File: src/rtl/assert_macros.svh
// Assertion macros for the RTL file that checks its own behavior.
`ifndef ASSERT_MACROS_SVH
`define ASSERT_MACROS_SVH

// Checks that the property holds at every rising edge outside of reset.
`define SRTF_ASSERT(lbl, prop, msg) \
	lbl: assert property (@(posedge clk) disable iff (!arst_n) (prop)) else $error(msg);

// Checks that the consequent holds in the cycle after the antecedent.
`define SRTF_ASSERT_NEXT(lbl, ante, cons, msg) \
	lbl: assert property (@(posedge clk) disable iff (!arst_n) (ante) |=> (cons)) \
		else $error(msg);

`endif

File: src/rtl/srtf_pkg.sv
`timescale 1ns / 1ps
package srtf_pkg;
	localparam int NUM_TASKS = 8;
	localparam int TIME_W    = 16;
	localparam int IDX_W     = 3;
	localparam int SLICE_W   = 8;
	localparam int ACT_W     = 4;
	localparam int CNT_W     = $clog2(NUM_TASKS + 1);

	localparam logic [TIME_W-1:0]  TIME_MAX  = {TIME_W{1'b1}};
	localparam logic [SLICE_W-1:0] SLICE_MAX = {SLICE_W{1'b1}};

	localparam logic OP_LOAD = 1'b0;
	localparam logic OP_TICK = 1'b1;

	localparam logic REG_TIME_SLICE   = 1'b0;
	localparam logic REG_ACTIVE_TASKS = 1'b1;

	typedef struct packed {
		logic              found;
		logic [TIME_W-1:0] rem;
		logic [IDX_W-1:0]  pick;
	} cand_t;

	typedef struct packed {
		logic load;
		logic charge;
		logic mark;
	} cell_ctrl_t;

	typedef enum logic [1:0] {
		ST_IDLE = 2'b01,
		ST_SCAN = 2'b10
	} state_t;

	function automatic logic [TIME_W-1:0] sat_inc(input logic [TIME_W-1:0] v);
		return (v == TIME_MAX) ? TIME_MAX : v + TIME_W'(1);
	endfunction
endpackage

File: src/rtl/shortest_remaining_time_scheduler_top.sv
// Loads and ticks needing no decision strobe the result in the cycle after acceptance.
// A tick that triggers a decision starts a scan: the candidate wave crosses the row
// of task cells one cell per cycle, and the result strobes when the scan ends.
// The receiver cannot stall; results are shown for exactly one cycle.
// Asynchronous active-low reset clears the task progress, time and selection, and sets
// the time slice register to 1 and the active-task register to 8.
`timescale 1ns / 1ps
`include "assert_macros.svh"
module shortest_remaining_time_scheduler_top (
	input  logic                         clk,
	input  logic                         arst_n,
	input  logic                         start,
	output logic                         busy,
	input  logic                         op,
	input  logic [srtf_pkg::IDX_W-1:0]   task_index,
	input  logic [srtf_pkg::TIME_W-1:0]  arrival_time,
	input  logic [srtf_pkg::TIME_W-1:0]  run_length,
	input  logic                         cfg_we,
	input  logic                         cfg_index,
	input  logic [srtf_pkg::SLICE_W-1:0] cfg_data,
	output logic                         result_valid,
	output logic [srtf_pkg::TIME_W-1:0]  now,
	output logic                         running_valid,
	output logic [srtf_pkg::IDX_W-1:0]   running_task,
	output logic                         first_start,
	output logic                         done_event,
	output logic [srtf_pkg::IDX_W-1:0]   done_task
);
	srtf_pkg::state_t              state_q;
	logic [srtf_pkg::CNT_W-1:0]    count_q;
	logic [srtf_pkg::SLICE_W-1:0]  time_slice_q;
	logic [srtf_pkg::ACT_W-1:0]    active_q;
	logic [srtf_pkg::TIME_W-1:0]   time_q;
	logic [srtf_pkg::IDX_W-1:0]    current_q;
	logic                          running_q;
	logic [srtf_pkg::SLICE_W-1:0]  slice_q;
	logic                          fin_q;
	logic [srtf_pkg::IDX_W-1:0]    fin_task_q;

	logic                          res_valid_q;
	logic [srtf_pkg::TIME_W-1:0]   res_now_q;
	logic                          res_run_q;
	logic [srtf_pkg::IDX_W-1:0]    res_task_q;
	logic                          res_first_q;
	logic                          res_done_q;
	logic [srtf_pkg::IDX_W-1:0]    res_done_task_q;

	srtf_pkg::cell_ctrl_t          ctrl   [srtf_pkg::NUM_TASKS];
	srtf_pkg::cand_t               cands  [srtf_pkg::NUM_TASKS];
	logic [srtf_pkg::NUM_TASKS-1:0] en;
	logic [srtf_pkg::NUM_TASKS-1:0] fin_vec;
	logic [srtf_pkg::NUM_TASKS-1:0] started_vec;

	logic                          accept;
	logic                          is_load;
	logic                          is_tick;
	logic                          charge_now;
	logic                          fin_now;
	logic [srtf_pkg::SLICE_W-1:0]  slice_inc;
	logic                          decide;
	logic                          scan_end;
	srtf_pkg::cand_t               best;

	assign busy       = (state_q != srtf_pkg::ST_IDLE);
	assign accept     = start && !busy;
	assign is_load    = accept && (op == srtf_pkg::OP_LOAD);
	assign is_tick    = accept && (op == srtf_pkg::OP_TICK);
	assign charge_now = is_tick && running_q;
	assign fin_now    = running_q && fin_vec[current_q];
	assign slice_inc  = (slice_q == srtf_pkg::SLICE_MAX) ? slice_q
		: slice_q + srtf_pkg::SLICE_W'(1);
	assign decide     = !running_q || fin_now || (slice_inc >= time_slice_q);
	assign best       = cands[srtf_pkg::NUM_TASKS-1];
	assign scan_end   = (state_q == srtf_pkg::ST_SCAN)
		&& (count_q == srtf_pkg::CNT_W'(srtf_pkg::NUM_TASKS));

	for (genvar g = 0; g < srtf_pkg::NUM_TASKS; g++) begin : g_cell
		srtf_pkg::cand_t cin;

		assign en[g]       = (g < int'(active_q));
		assign ctrl[g].load   = is_load && (task_index == srtf_pkg::IDX_W'(g));
		assign ctrl[g].charge = charge_now && (current_q == srtf_pkg::IDX_W'(g));
		assign ctrl[g].mark   = scan_end && best.found && (best.pick == srtf_pkg::IDX_W'(g));

		if (g == 0) begin : g_head
			assign cin = '0;
		end else begin : g_link
			assign cin = cands[g-1];
		end

		srtf_cell u_cell (
			.clk         (clk),
			.arst_n      (arst_n),
			.cell_id     (srtf_pkg::IDX_W'(g)),
			.enable      (en[g]),
			.ctrl        (ctrl[g]),
			.arrival     (arrival_time),
			.length      (run_length),
			.time_now    (time_q),
			.cand_in     (cin),
			.cand_out    (cands[g]),
			.finish_next (fin_vec[g]),
			.started     (started_vec[g])
		);
	end

	always_ff @(posedge clk or negedge arst_n) begin
		if (!arst_n) begin
			time_slice_q <= srtf_pkg::SLICE_W'(1);
			active_q     <= srtf_pkg::ACT_W'(8);
		end else if (cfg_we) begin
			case (cfg_index)
				srtf_pkg::REG_TIME_SLICE:   time_slice_q <= cfg_data;
				srtf_pkg::REG_ACTIVE_TASKS: active_q     <= cfg_data[srtf_pkg::ACT_W-1:0];
				default: ;
			endcase
		end
	end

	always_ff @(posedge clk or negedge arst_n) begin
		if (!arst_n) begin
			state_q         <= srtf_pkg::ST_IDLE;
			count_q         <= '0;
			time_q          <= '0;
			current_q       <= '0;
			running_q       <= 1'b0;
			slice_q         <= '0;
			fin_q           <= 1'b0;
			fin_task_q      <= '0;
			res_valid_q     <= 1'b0;
			res_now_q       <= '0;
			res_run_q       <= 1'b0;
			res_task_q      <= '0;
			res_first_q     <= 1'b0;
			res_done_q      <= 1'b0;
			res_done_task_q <= '0;
		end else begin
			case (state_q)
				srtf_pkg::ST_IDLE: begin
					res_valid_q <= is_load || (is_tick && !decide);
					if (is_load) begin
						res_now_q       <= time_q;
						res_run_q       <= running_q;
						res_task_q      <= running_q ? current_q : '0;
						res_first_q     <= 1'b0;
						res_done_q      <= 1'b0;
						res_done_task_q <= '0;
					end else if (is_tick) begin
						time_q <= srtf_pkg::sat_inc(time_q);
						if (decide) begin
							slice_q    <= '0;
							fin_q      <= fin_now;
							fin_task_q <= fin_now ? current_q : '0;
							count_q    <= '0;
							state_q    <= srtf_pkg::ST_SCAN;
						end else begin
							slice_q         <= slice_inc;
							res_now_q       <= srtf_pkg::sat_inc(time_q);
							res_run_q       <= running_q;
							res_task_q      <= current_q;
							res_first_q     <= 1'b0;
							res_done_q      <= 1'b0;
							res_done_task_q <= '0;
						end
					end
				end
				srtf_pkg::ST_SCAN: begin
					count_q     <= count_q + srtf_pkg::CNT_W'(1);
					res_valid_q <= scan_end;
					if (scan_end) begin
						state_q         <= srtf_pkg::ST_IDLE;
						running_q       <= best.found;
						current_q       <= best.found ? best.pick : '0;
						res_now_q       <= time_q;
						res_run_q       <= best.found;
						res_task_q      <= best.found ? best.pick : '0;
						res_first_q     <= best.found && !started_vec[best.pick];
						res_done_q      <= fin_q;
						res_done_task_q <= fin_task_q;
					end
				end
				default: begin
					res_valid_q <= 1'b0;
					state_q     <= srtf_pkg::ST_IDLE;
				end
			endcase
		end
	end

	assign result_valid  = res_valid_q;
	assign now           = res_now_q;
	assign running_valid = res_run_q;
	assign running_task  = res_task_q;
	assign first_start   = res_first_q;
	assign done_event    = res_done_q;
	assign done_task     = res_done_task_q;

	`SRTF_ASSERT(a_result_when_idle, !result_valid || !busy, "result shown while an item is in work")
	`SRTF_ASSERT(a_scan_bounded,
		(state_q != srtf_pkg::ST_SCAN) || (count_q <= srtf_pkg::CNT_W'(srtf_pkg::NUM_TASKS)),
		"candidate scan ran past the last cell")
	`SRTF_ASSERT(a_idle_task_zero, !result_valid || running_valid || (running_task == '0),
		"task index shown with no task running")
	`SRTF_ASSERT_NEXT(a_accept_progress, start && !busy, busy || result_valid,
		"accepted item neither produced a result nor started a scan")
endmodule

File: src/rtl/srtf_cell.sv
`timescale 1ns / 1ps
module srtf_cell (
	input  logic                        clk,
	input  logic                        arst_n,
	input  logic [srtf_pkg::IDX_W-1:0]  cell_id,
	input  logic                        enable,
	input  srtf_pkg::cell_ctrl_t        ctrl,
	input  logic [srtf_pkg::TIME_W-1:0] arrival,
	input  logic [srtf_pkg::TIME_W-1:0] length,
	input  logic [srtf_pkg::TIME_W-1:0] time_now,
	input  srtf_pkg::cand_t             cand_in,
	output srtf_pkg::cand_t             cand_out,
	output logic                        finish_next,
	output logic                        started
);
	logic [srtf_pkg::TIME_W-1:0] arrival_q;
	logic [srtf_pkg::TIME_W-1:0] length_q;
	logic [srtf_pkg::TIME_W-1:0] consumed_q;
	logic                        done_q;
	logic                        started_q;
	srtf_pkg::cand_t             cand_q;
	logic [srtf_pkg::TIME_W-1:0] consumed_inc;
	logic [srtf_pkg::TIME_W-1:0] rem;
	logic                        qual;
	logic                        take;

	assign consumed_inc = srtf_pkg::sat_inc(consumed_q);
	assign finish_next  = (consumed_inc >= length_q);
	assign rem          = (consumed_q >= length_q) ? '0 : length_q - consumed_q;
	assign qual         = enable && !done_q && (arrival_q <= time_now);
	assign take         = qual && (!cand_in.found || (rem < cand_in.rem));
	assign cand_out     = cand_q;
	assign started      = started_q;

	always_ff @(posedge clk) begin
		if (ctrl.load) begin
			arrival_q <= arrival;
			length_q  <= length;
		end
	end

	always_ff @(posedge clk or negedge arst_n) begin
		if (!arst_n) begin
			consumed_q <= '0;
			done_q     <= 1'b0;
			started_q  <= 1'b0;
			cand_q     <= '0;
		end else begin
			if (ctrl.load) begin
				consumed_q <= '0;
				done_q     <= 1'b0;
				started_q  <= 1'b0;
			end else begin
				if (ctrl.charge) begin
					consumed_q <= consumed_inc;
					done_q     <= finish_next;
				end
				if (ctrl.mark) begin
					started_q <= 1'b1;
				end
			end
			if (take) begin
				cand_q.found <= 1'b1;
				cand_q.rem   <= rem;
				cand_q.pick  <= cell_id;
			end else begin
				cand_q <= cand_in;
			end
		end
	end
endmodule

File: config.mk
export PLATFORM = sky130hd
export DESIGN_NAME = shortest_remaining_time_scheduler_top
export DESIGN_NICKNAME = d
export VERILOG_FILES = /design/src/rtl/srtf_pkg.sv /design/src/rtl/shortest_remaining_time_scheduler_top.sv /design/src/rtl/srtf_cell.sv
export VERILOG_INCLUDE_DIRS = /design/src /design/src/rtl
export SDC_FILE = /design/constraint.sdc
export NUM_CORES = 2
export LEC_CHECK = 0
export ABC_AREA = 0
export ABC_CLOCK_PERIOD_IN_PS = 6800
export BUFFER_PORTS_ARGS = -buffer_cell sky130_fd_sc_hd__clkbuf_2
export CORE_ASPECT_RATIO = 0.9
export CORE_UTILIZATION = 40
export CTS_CLUSTER_DIAMETER = 80
export DETAILED_ROUTE_END_ITERATION = 10
export HOLD_SLACK_MARGIN = 0.05
export PLACE_DENSITY = 0.54
export SLEW_MARGIN = 30
export SYNTH_ARGS = -nofsm -noshare
export SYNTH_HDL_FRONTEND = slang
export SYNTH_SLANG_ARGS = --single-unit
File: constraint.sdc
create_clock -name clk -period 6.8 [get_ports clk]
set_input_delay 0.34 -clock clk [delete_from_list [all_inputs] [get_ports clk]]
set_output_delay 0.34 -clock clk [all_outputs]
set_load 0.01 [all_outputs]
After elaboration in Yosys (flattened, before gate mapping)
Cells that the tools add are included.
{"block": "word_totals", "output_inout_bits": 27, "register_bits": 620, "in_bits": 49, "elab_cells": 417}
{"block": "op_classes", "reduce_logical": 113, "n_eq_ne": 41, "muxes": 119, "n_bitwise": 3, "add_sub_neg": 19, "magnitude_cmp": 42}
{"cell": "$mux 16", "count": 37}
{"cell": "$ge 16x16->1", "count": 16}
{"cell": "$mux 20", "count": 8}
{"cell": "$add 16x1->16 const B", "count": 9}
{"cell": "$eq 16x16->1 const B", "count": 9}
{"cell": "$le 16x16->1", "count": 8}
{"cell": "$sub 16x16->16", "count": 8}
{"cell": "$lt 16x16->1", "count": 7}
{"cell": "$logic_and 1x1->1", "count": 56}
{"cell": "$mux 1", "count": 43}
{"cell": "$eq 3x3->1 const B", "count": 12}
{"cell": "$reduce_bool 2->1", "count": 17}
{"cell": "$mux 3", "count": 11}
{"cell": "$pmux 16 s2", "count": 1}
{"cell": "$logic_not 1->1", "count": 19}
{"cell": "$eq 3x2->1 const B", "count": 6}
{"cell": "$lt 3x4->1 const A", "count": 4}
{"cell": "$mux 8", "count": 2}
{"cell": "$reduce_and 4->1", "count": 4}
{"cell": "$mux 4", "count": 3}
{"cell": "$pmux 3 s2", "count": 2}
{"cell": "$logic_or 1x1->1", "count": 10}
{"cell": "$eq 3x1->1 const B", "count": 3}
{"cell": "$logic_not 3->1", "count": 3}
{"cell": "21 further kinds", "count": 39}

Logic depth before layout (Yosys ltp)
{"block": "depth", "ltp_word": 12, "mapped_depth": 25, "depth_no_buf": 22}

Cells and area by module
Synthesis repeated with hierarchy kept, for this count alone.
{"block": "hier_totals", "hier_cells": 4537, "hier_area_um2": 44193.6}
{"mod": "srtf_cell (g_cell[5].u_cell ...)", "area_per_inst_um2": 5004.8, "seq_area_each_um2": 1911.8, "instances": 3, "cells_per_inst": 508}
{"mod": "srtf_cell (g_cell[0].u_cell ...)", "area_per_inst_um2": 4951.0, "seq_area_each_um2": 1911.8, "instances": 2, "cells_per_inst": 511}
{"mod": "srtf_cell (g_cell[1].u_cell)", "area_per_inst_um2": 4994.8, "seq_area_each_um2": 1911.8, "instances": 1, "cells_per_inst": 519}
{"mod": "srtf_cell (g_cell[4].u_cell)", "area_per_inst_um2": 4987.3, "seq_area_each_um2": 1911.8, "instances": 1, "cells_per_inst": 518}
{"mod": "srtf_cell (g_cell[2].u_cell)", "area_per_inst_um2": 4901.0, "seq_area_each_um2": 1911.8, "instances": 1, "cells_per_inst": 494}
{"mod": "shortest_remaining_time_scheduler_top", "area_per_inst_um2": 4394.2, "seq_area_each_um2": 1905.6, "instances": 1, "cells_per_inst": 460}

Least setup slack after synthesis
OpenSTA, ideal clock, no wires.
{"block": "synth_path", "kind": "reg2reg", "from": "reg g_cell[1].u_cell.consumed_q[0] (netlist bit)", "to": "reg res_now_q, in the netlist now[10]", "period_less_slack_ps": 5044, "setup_ps": 125, "arrival_ps": 4920, "path_buffers": 3, "stages_incl_launch_ff": 22, "required_time_ps": 6675, "slack_ps": 1756, "path_cell_list": "dfrtp_1 ha_1 and3_1 and3_1 and4_1 and2_1 nand3_1 or3_1 clkbuf_1 clkbuf_1 nand2_1 ha_1 a21o_1 a21o_1 a211oi_1 o211ai_1 a221oi_1 nand3_1 a31oi_1 a2bb2oi_2 buf_2 mux2_2"}
{"block": "synth_via", "elab_chain_len": 10, "word_cells_on_any_way": 11, "classes_between": "add/sub: 1; order compare: 1; eq/ne: 2; mux: 3; reduce/logical: 4"}
{"element": "from (decl)", "line_no": "srtf_cell.sv:18", "rtl": "logic [srtf_pkg::TIME_W-1:0] consumed_q;"}
{"element": "from (signal assigned)", "line_no": "srtf_cell.sv:55", "rtl": "consumed_q <= consumed_inc;"}
{"element": "$add 16x1->16 or $eq 16x16->1 (tied branches)", "line_no": "srtf_pkg.sv:37", "rtl": "return (v == TIME_MAX) ? TIME_MAX : v + TIME_W'(1);"}
{"element": "$mux 16 (*)", "line_no": "srtf_pkg.sv:37"}
{"element": "$ge 16x16->1 (*)", "line_no": "srtf_cell.sv:28", "rtl": "assign finish_next = (consumed_inc >= length_q);"}
{"element": "$bmux 1 s3 (*)", "line_no": "shortest_remaining_time_scheduler_top.sv:69", "rtl": "assign fin_now = running_q && fin_vec[current_q];"}
{"element": "$mux 1 (implied by the code) (*)", "line_no": "shortest_remaining_time_scheduler_top.sv:69"}
{"element": "$logic_and 1x1->1 (*)", "line_no": "shortest_remaining_time_scheduler_top.sv:69"}
{"element": "$logic_or 1x1->1 (*) (2 in series)", "line_no": "shortest_remaining_time_scheduler_top.sv:72", "rtl": "assign decide = !running_q || fin_now || (slice_inc >= time_slice_q);"}
{"element": "$ne 3x3->1 (no line) (*)"}
{"element": "$reduce_and 4->1 (no line) (*)"}
{"element": "to (signal assigned)", "line_no": "shortest_remaining_time_scheduler_top.sv:142", "rtl": "res_now_q <= time_q;"}
{"element": "to (signal assigned)", "line_no": "shortest_remaining_time_scheduler_top.sv:158", "rtl": "res_now_q <= srtf_pkg::sat_inc(time_q);"}
{"element": "to (signal assigned)", "line_no": "shortest_remaining_time_scheduler_top.sv:174", "rtl": "res_now_q <= time_q;"}
{"element": "to (decl)", "line_no": "shortest_remaining_time_scheduler_top.sv:41", "rtl": "logic [srtf_pkg::TIME_W-1:0] res_now_q;"}
Every way passes the cells marked *; elsewhere a longest branch is shown, timed or not. The select of a mux whose other input is x is not followed.
A chain may end at the register's enable or synchronous reset.

Worst setup path in the final report
{"block": "layout_path", "from": "reg g_cell[0].u_cell.consumed_q[0] (netlist bit)", "to": "reg res_now_q, in the netlist now[1]"}
{"block": "layout_via", "elab_chain_len": 10, "word_cells_on_any_way": 11, "classes_between": "add/sub: 1; order compare: 1; eq/ne: 2; mux: 3; reduce/logical: 4"}
{"element": "from (decl)", "line_no": "srtf_cell.sv:18"}
{"element": "from (signal assigned)", "line_no": "srtf_cell.sv:55"}
{"element": "$add 16x1->16 or $eq 16x16->1 (tied branches)", "line_no": "srtf_pkg.sv:37"}
{"element": "$mux 16 (*)", "line_no": "srtf_pkg.sv:37"}
{"element": "$ge 16x16->1 (*)", "line_no": "srtf_cell.sv:28"}
{"element": "$bmux 1 s3 (*)", "line_no": "shortest_remaining_time_scheduler_top.sv:69"}
{"element": "$mux 1 (implied by the code) (*)", "line_no": "shortest_remaining_time_scheduler_top.sv:69"}
{"element": "$logic_and 1x1->1 (*)", "line_no": "shortest_remaining_time_scheduler_top.sv:69"}
{"element": "$logic_or 1x1->1 (*) (2 in series)", "line_no": "shortest_remaining_time_scheduler_top.sv:72"}
{"element": "$ne 3x3->1 (no line) (*)"}
{"element": "$reduce_and 4->1 (no line) (*)"}
Marked as above.

==> summary.txt <==
Global route
  • GRT met2 Usage: 0.337
  • Global route overflow: 0
  • Met1 Use GR: 0.333
  • Largest net degree at the start of global routing: 133
  • Total GRT Usage: 0.226
  • Initial antenna violation count: 18
  • GR Util met3: 0.0372
  • Most Crowded Layer GR: met2
  • Vias in the first global route: 30400
  • First-pass GRT wire length: 177000 µm

Yosys
  • Sequential area share after synthesis: 0.411
  • Asr flop ratio synth: 0.582
  • Post-synth EDFFs: 256
  • Top-area cell type share of the netlist area: 0.219
  • Post-synth top area cell: dfrtp_1
  • Top-count cell post-synth: ha_1
  • Synthesized instance count: approximately 4200
  • Synth Net Count: 4750
  • Top cells by area, synth: dfrtp_1 22%, edfxtp_1 19%, ha_1 16%
  • Most frequent cells after synthesis: 511 x ha_1, 470 x inv_1, 354 x dfrtp_1
  • Synth cell types: 84
  • Mapped Avg Cell Area: 9.68 µm²
  • Yosys synthesis warning count: 0
  • Mapped Area: between 40000 and 50000 µm²
  • Yosys reg bits: about 610
  • Dominant synthesized flop cell: dfrtp_1

STA
  • Max Freq: 168 MHz
  • Final hold vios: 0
  • TNS Setup: 0 ps
  • Final setup fails: 0
  • Min Tclk post-route: 5950 ps
  • Clock skew: approximately 25 ps
  • Final Cycle Share: 0.876
  • Worst slew pin tran: 941 ps
  • Slew margin rel.: 0.370
  • Slew Viols, Final: 0
  • RSZ-0062 raised after global routing: no

Setup path
  • Crit Path Max Fanout: 25
  • CP Data Arrival Time: 6460 ps
  • Critical path required time: 7310 ps
  • Startpoint Class: flip-flop
  • Crit end category: flip-flop
  • Worst setup path class: flip-flop to flip-flop

Die
  • Die height: 304 µm
  • Rows: 110
  • Die width: approximately 340 µm
  • IO Pins: 76
  • CORE AREA: roughly 100000 µm²
  • Initial core utilization: 0.404
  • Die area: 103000 µm²

Place
  • IO Port Bufs: 75
  • Detail Placement HPWL: 86400 µm
  • Placed Cells: between 5000 and 6000
  • GPL Wtd Cong: roughly 0.87

Power
  • Peak VDD IR: 235 µV
  • Switching power: 5.20 mW
  • Logic pwr share: 0.363
  • P_int: 9.07 mW
  • Pleak: 20.1 nW
  • Power density over cell area: 316 nW/µm²
  • Reg power frac: 0.353
  • Clock power share: 0.284
  • Switch share: 0.364

Worst hold path
  • Hold Crit Class: input pin to flip-flop

Clock network
  • # Post-CTS Setup Buffers: 0
  • H-tree depth: 3
  • Maximum buffer depth of the clock tree: 3
  • Clk_lat worst skew: 630 ps
  • Clock sink count: about 600
  • CTS Buf Count: between 70 and 80
  • TritonCTS clock tree: done
  • Root Driver: clkbuf_16
  • Clock slew at reported path FFs: ~60 ps

Detailed routing
  • DRT iter0 DRCs: about 2400
  • Vias: 31200
  • Via density: around 5.5
  • Final WL: 116000 µm
  • WL/cell: 20.4 µm
  • Antenna viol nets, final: 0
  • Detailed Routing Iterations Pass 1: 5
  • DRC viols: 0

Finish
  • Synth-to-Final Area Change: 11.4%
  • Nets: 4850
  • Post-route insts no fill: 5687
  • Layout cells sized above 1: 0.101

Outcome
  • Run status: complete, no violations

Run
  • Max_cap viols: 0
[final timing paths]
path                            cells past startpoint                            from                               to  slack, ps
worst min register to register                      1    g_cell[5].u_cell.cand_out[2]     g_cell[6].u_cell.cand_out[2]        420
worst min-delay path                                3                       cfg_index                  time_slice_q[2]        110
min in group asynchronous                           2                          arst_n  g_cell[6].u_cell.consumed_q[11]        350
worst max-delay path                               21  g_cell[0].u_cell.consumed_q[0]                           now[1]        850
max in group asynchronous                           3                          arst_n   g_cell[0].u_cell.consumed_q[0]       5120
worst max register to register                     21  g_cell[0].u_cell.consumed_q[0]                           now[1]        850
[area by class of cell]
cell class,count,area (µm²)
Fill cell,9764,55100
Multi-Input combinational cell,2995,21800
Sequential cell,613,16600
Clock buffer,96,2090
Inverter,476,1790
Tap cell,1344,1680
Timing Repair Buffer,124,801
Clock inverter,34,364
Antenna cell,5,12.5
[metrics by stage]
step	utilization	instance area [µm²]	power [mW]	setup WS, ps	hold slack [ps]
finish	0.450	45100	14.3	845	107
global route	0.450	45100	15.2	541	114
CTS	0.450	45100	14.4	965	71.3
detailed placement	0.425	42500	10.2	1010	421
global placement	0.424	42500	10.2	1000	416
floorplan	-	40500	8.66	1760	44.4
[metal layers]
metal / up-vias / share of wire / wire length (µm)
met5: - / 0.00022 / 25
met2: 794 / 0.43 / 49600
li1: 15200 / - / -
met3: 148 / 0.070 / 8060
met1: 15000 / 0.47 / 54900
met4: 4 / 0.028 / 3230
[worst max-delay path, stage by stage (launching register included)]
cell       delay [ps]
dfrtp_1           430
ha_1              280
nand3_1           150
nor4_1            590
and3_1            330
nand2_1            90
nor2_1            220
nand4_1           130
buf_4             210
and2_1            170
ha_1              270
nand2b_1          130
a2111oi_0         490
o32a_1            300
a21oi_1           120
a221oi_1          410
buf_4             230
nand3_1           140
a31oi_1           260
a2bb2oi_2         160
buf_4             330
mux2_2            380
[flip-flops by register name, indices dropped and copies added, names as in the netlist]
name,flops
running_task,3
g_cell.u_cell.consumed_q,128
g_cell.u_cell.started,8
result_valid,1
running_q,1
done_event,1
time_slice_q,8
slice_q,8
fin_task_q,3
time_q,16
state_q,2
first_start,1
now,16
done_task,3
g_cell.u_cell.length_q,128
g_cell.u_cell.arrival_q,128
g_cell.u_cell.cand_out,137
running_valid,1
current_q,3
fin_q,1
g_cell.u_cell.done_q,8
active_q,4
count_q,4
[power by group through the flow]
stage | clock (mW) | sequential (mW) | combinational (mW)
2_1_floorplan | 0 | 4.82 | 3.83
3_3_place_gp | 0 | 5.10 | 5.09
3_5_place_dp | 0 | 5.09 | 5.13
4_1_cts | 4.15 | 5.02 | 5.18
5_1_grt | 4.27 | 5.11 | 5.87
6_report | 4.05 | 5.03 | 5.18
[repair_timing]
| item | 4_1_cts | 5_1_grt |
|---|---|---|
| endpoints found under the hold margin | 105 | 0 |
| resized for setup | 0 | 0 |
| hold buffers | 9 | 0 |
[logic make-up after synthesis]
| kind of cell | after synthesis | share of synthesized area |
|---|---|---|
| and+or+nand+nor | 1205 | 0.144 |
| xor gates and xnor gates | 165 | 0.0357 |
| DFF | 613 | 0.411 |
| AOI/OAI and AO/OA | 965 | 0.155 |
| muxes | 141 | 0.0394 |
| adders and majority gates | 519 | 0.162 |
| buffers and inverters | 574 | 0.0538 |
[cells in the final DEF (no fill, tap or decap), types with 121 or more instances in the layout]
cell / n
ha_1: 511
mux2_2: 121
nor3_1: 128
o21ai_0: 154
nor2_1: 313
nand2_1: 280
inv_1: 468
edfxtp_1: 256
a21oi_1: 319
a21o_1: 127
dfrtp_1: 354
No activity file was read; power rests on OpenSTA's default activity.
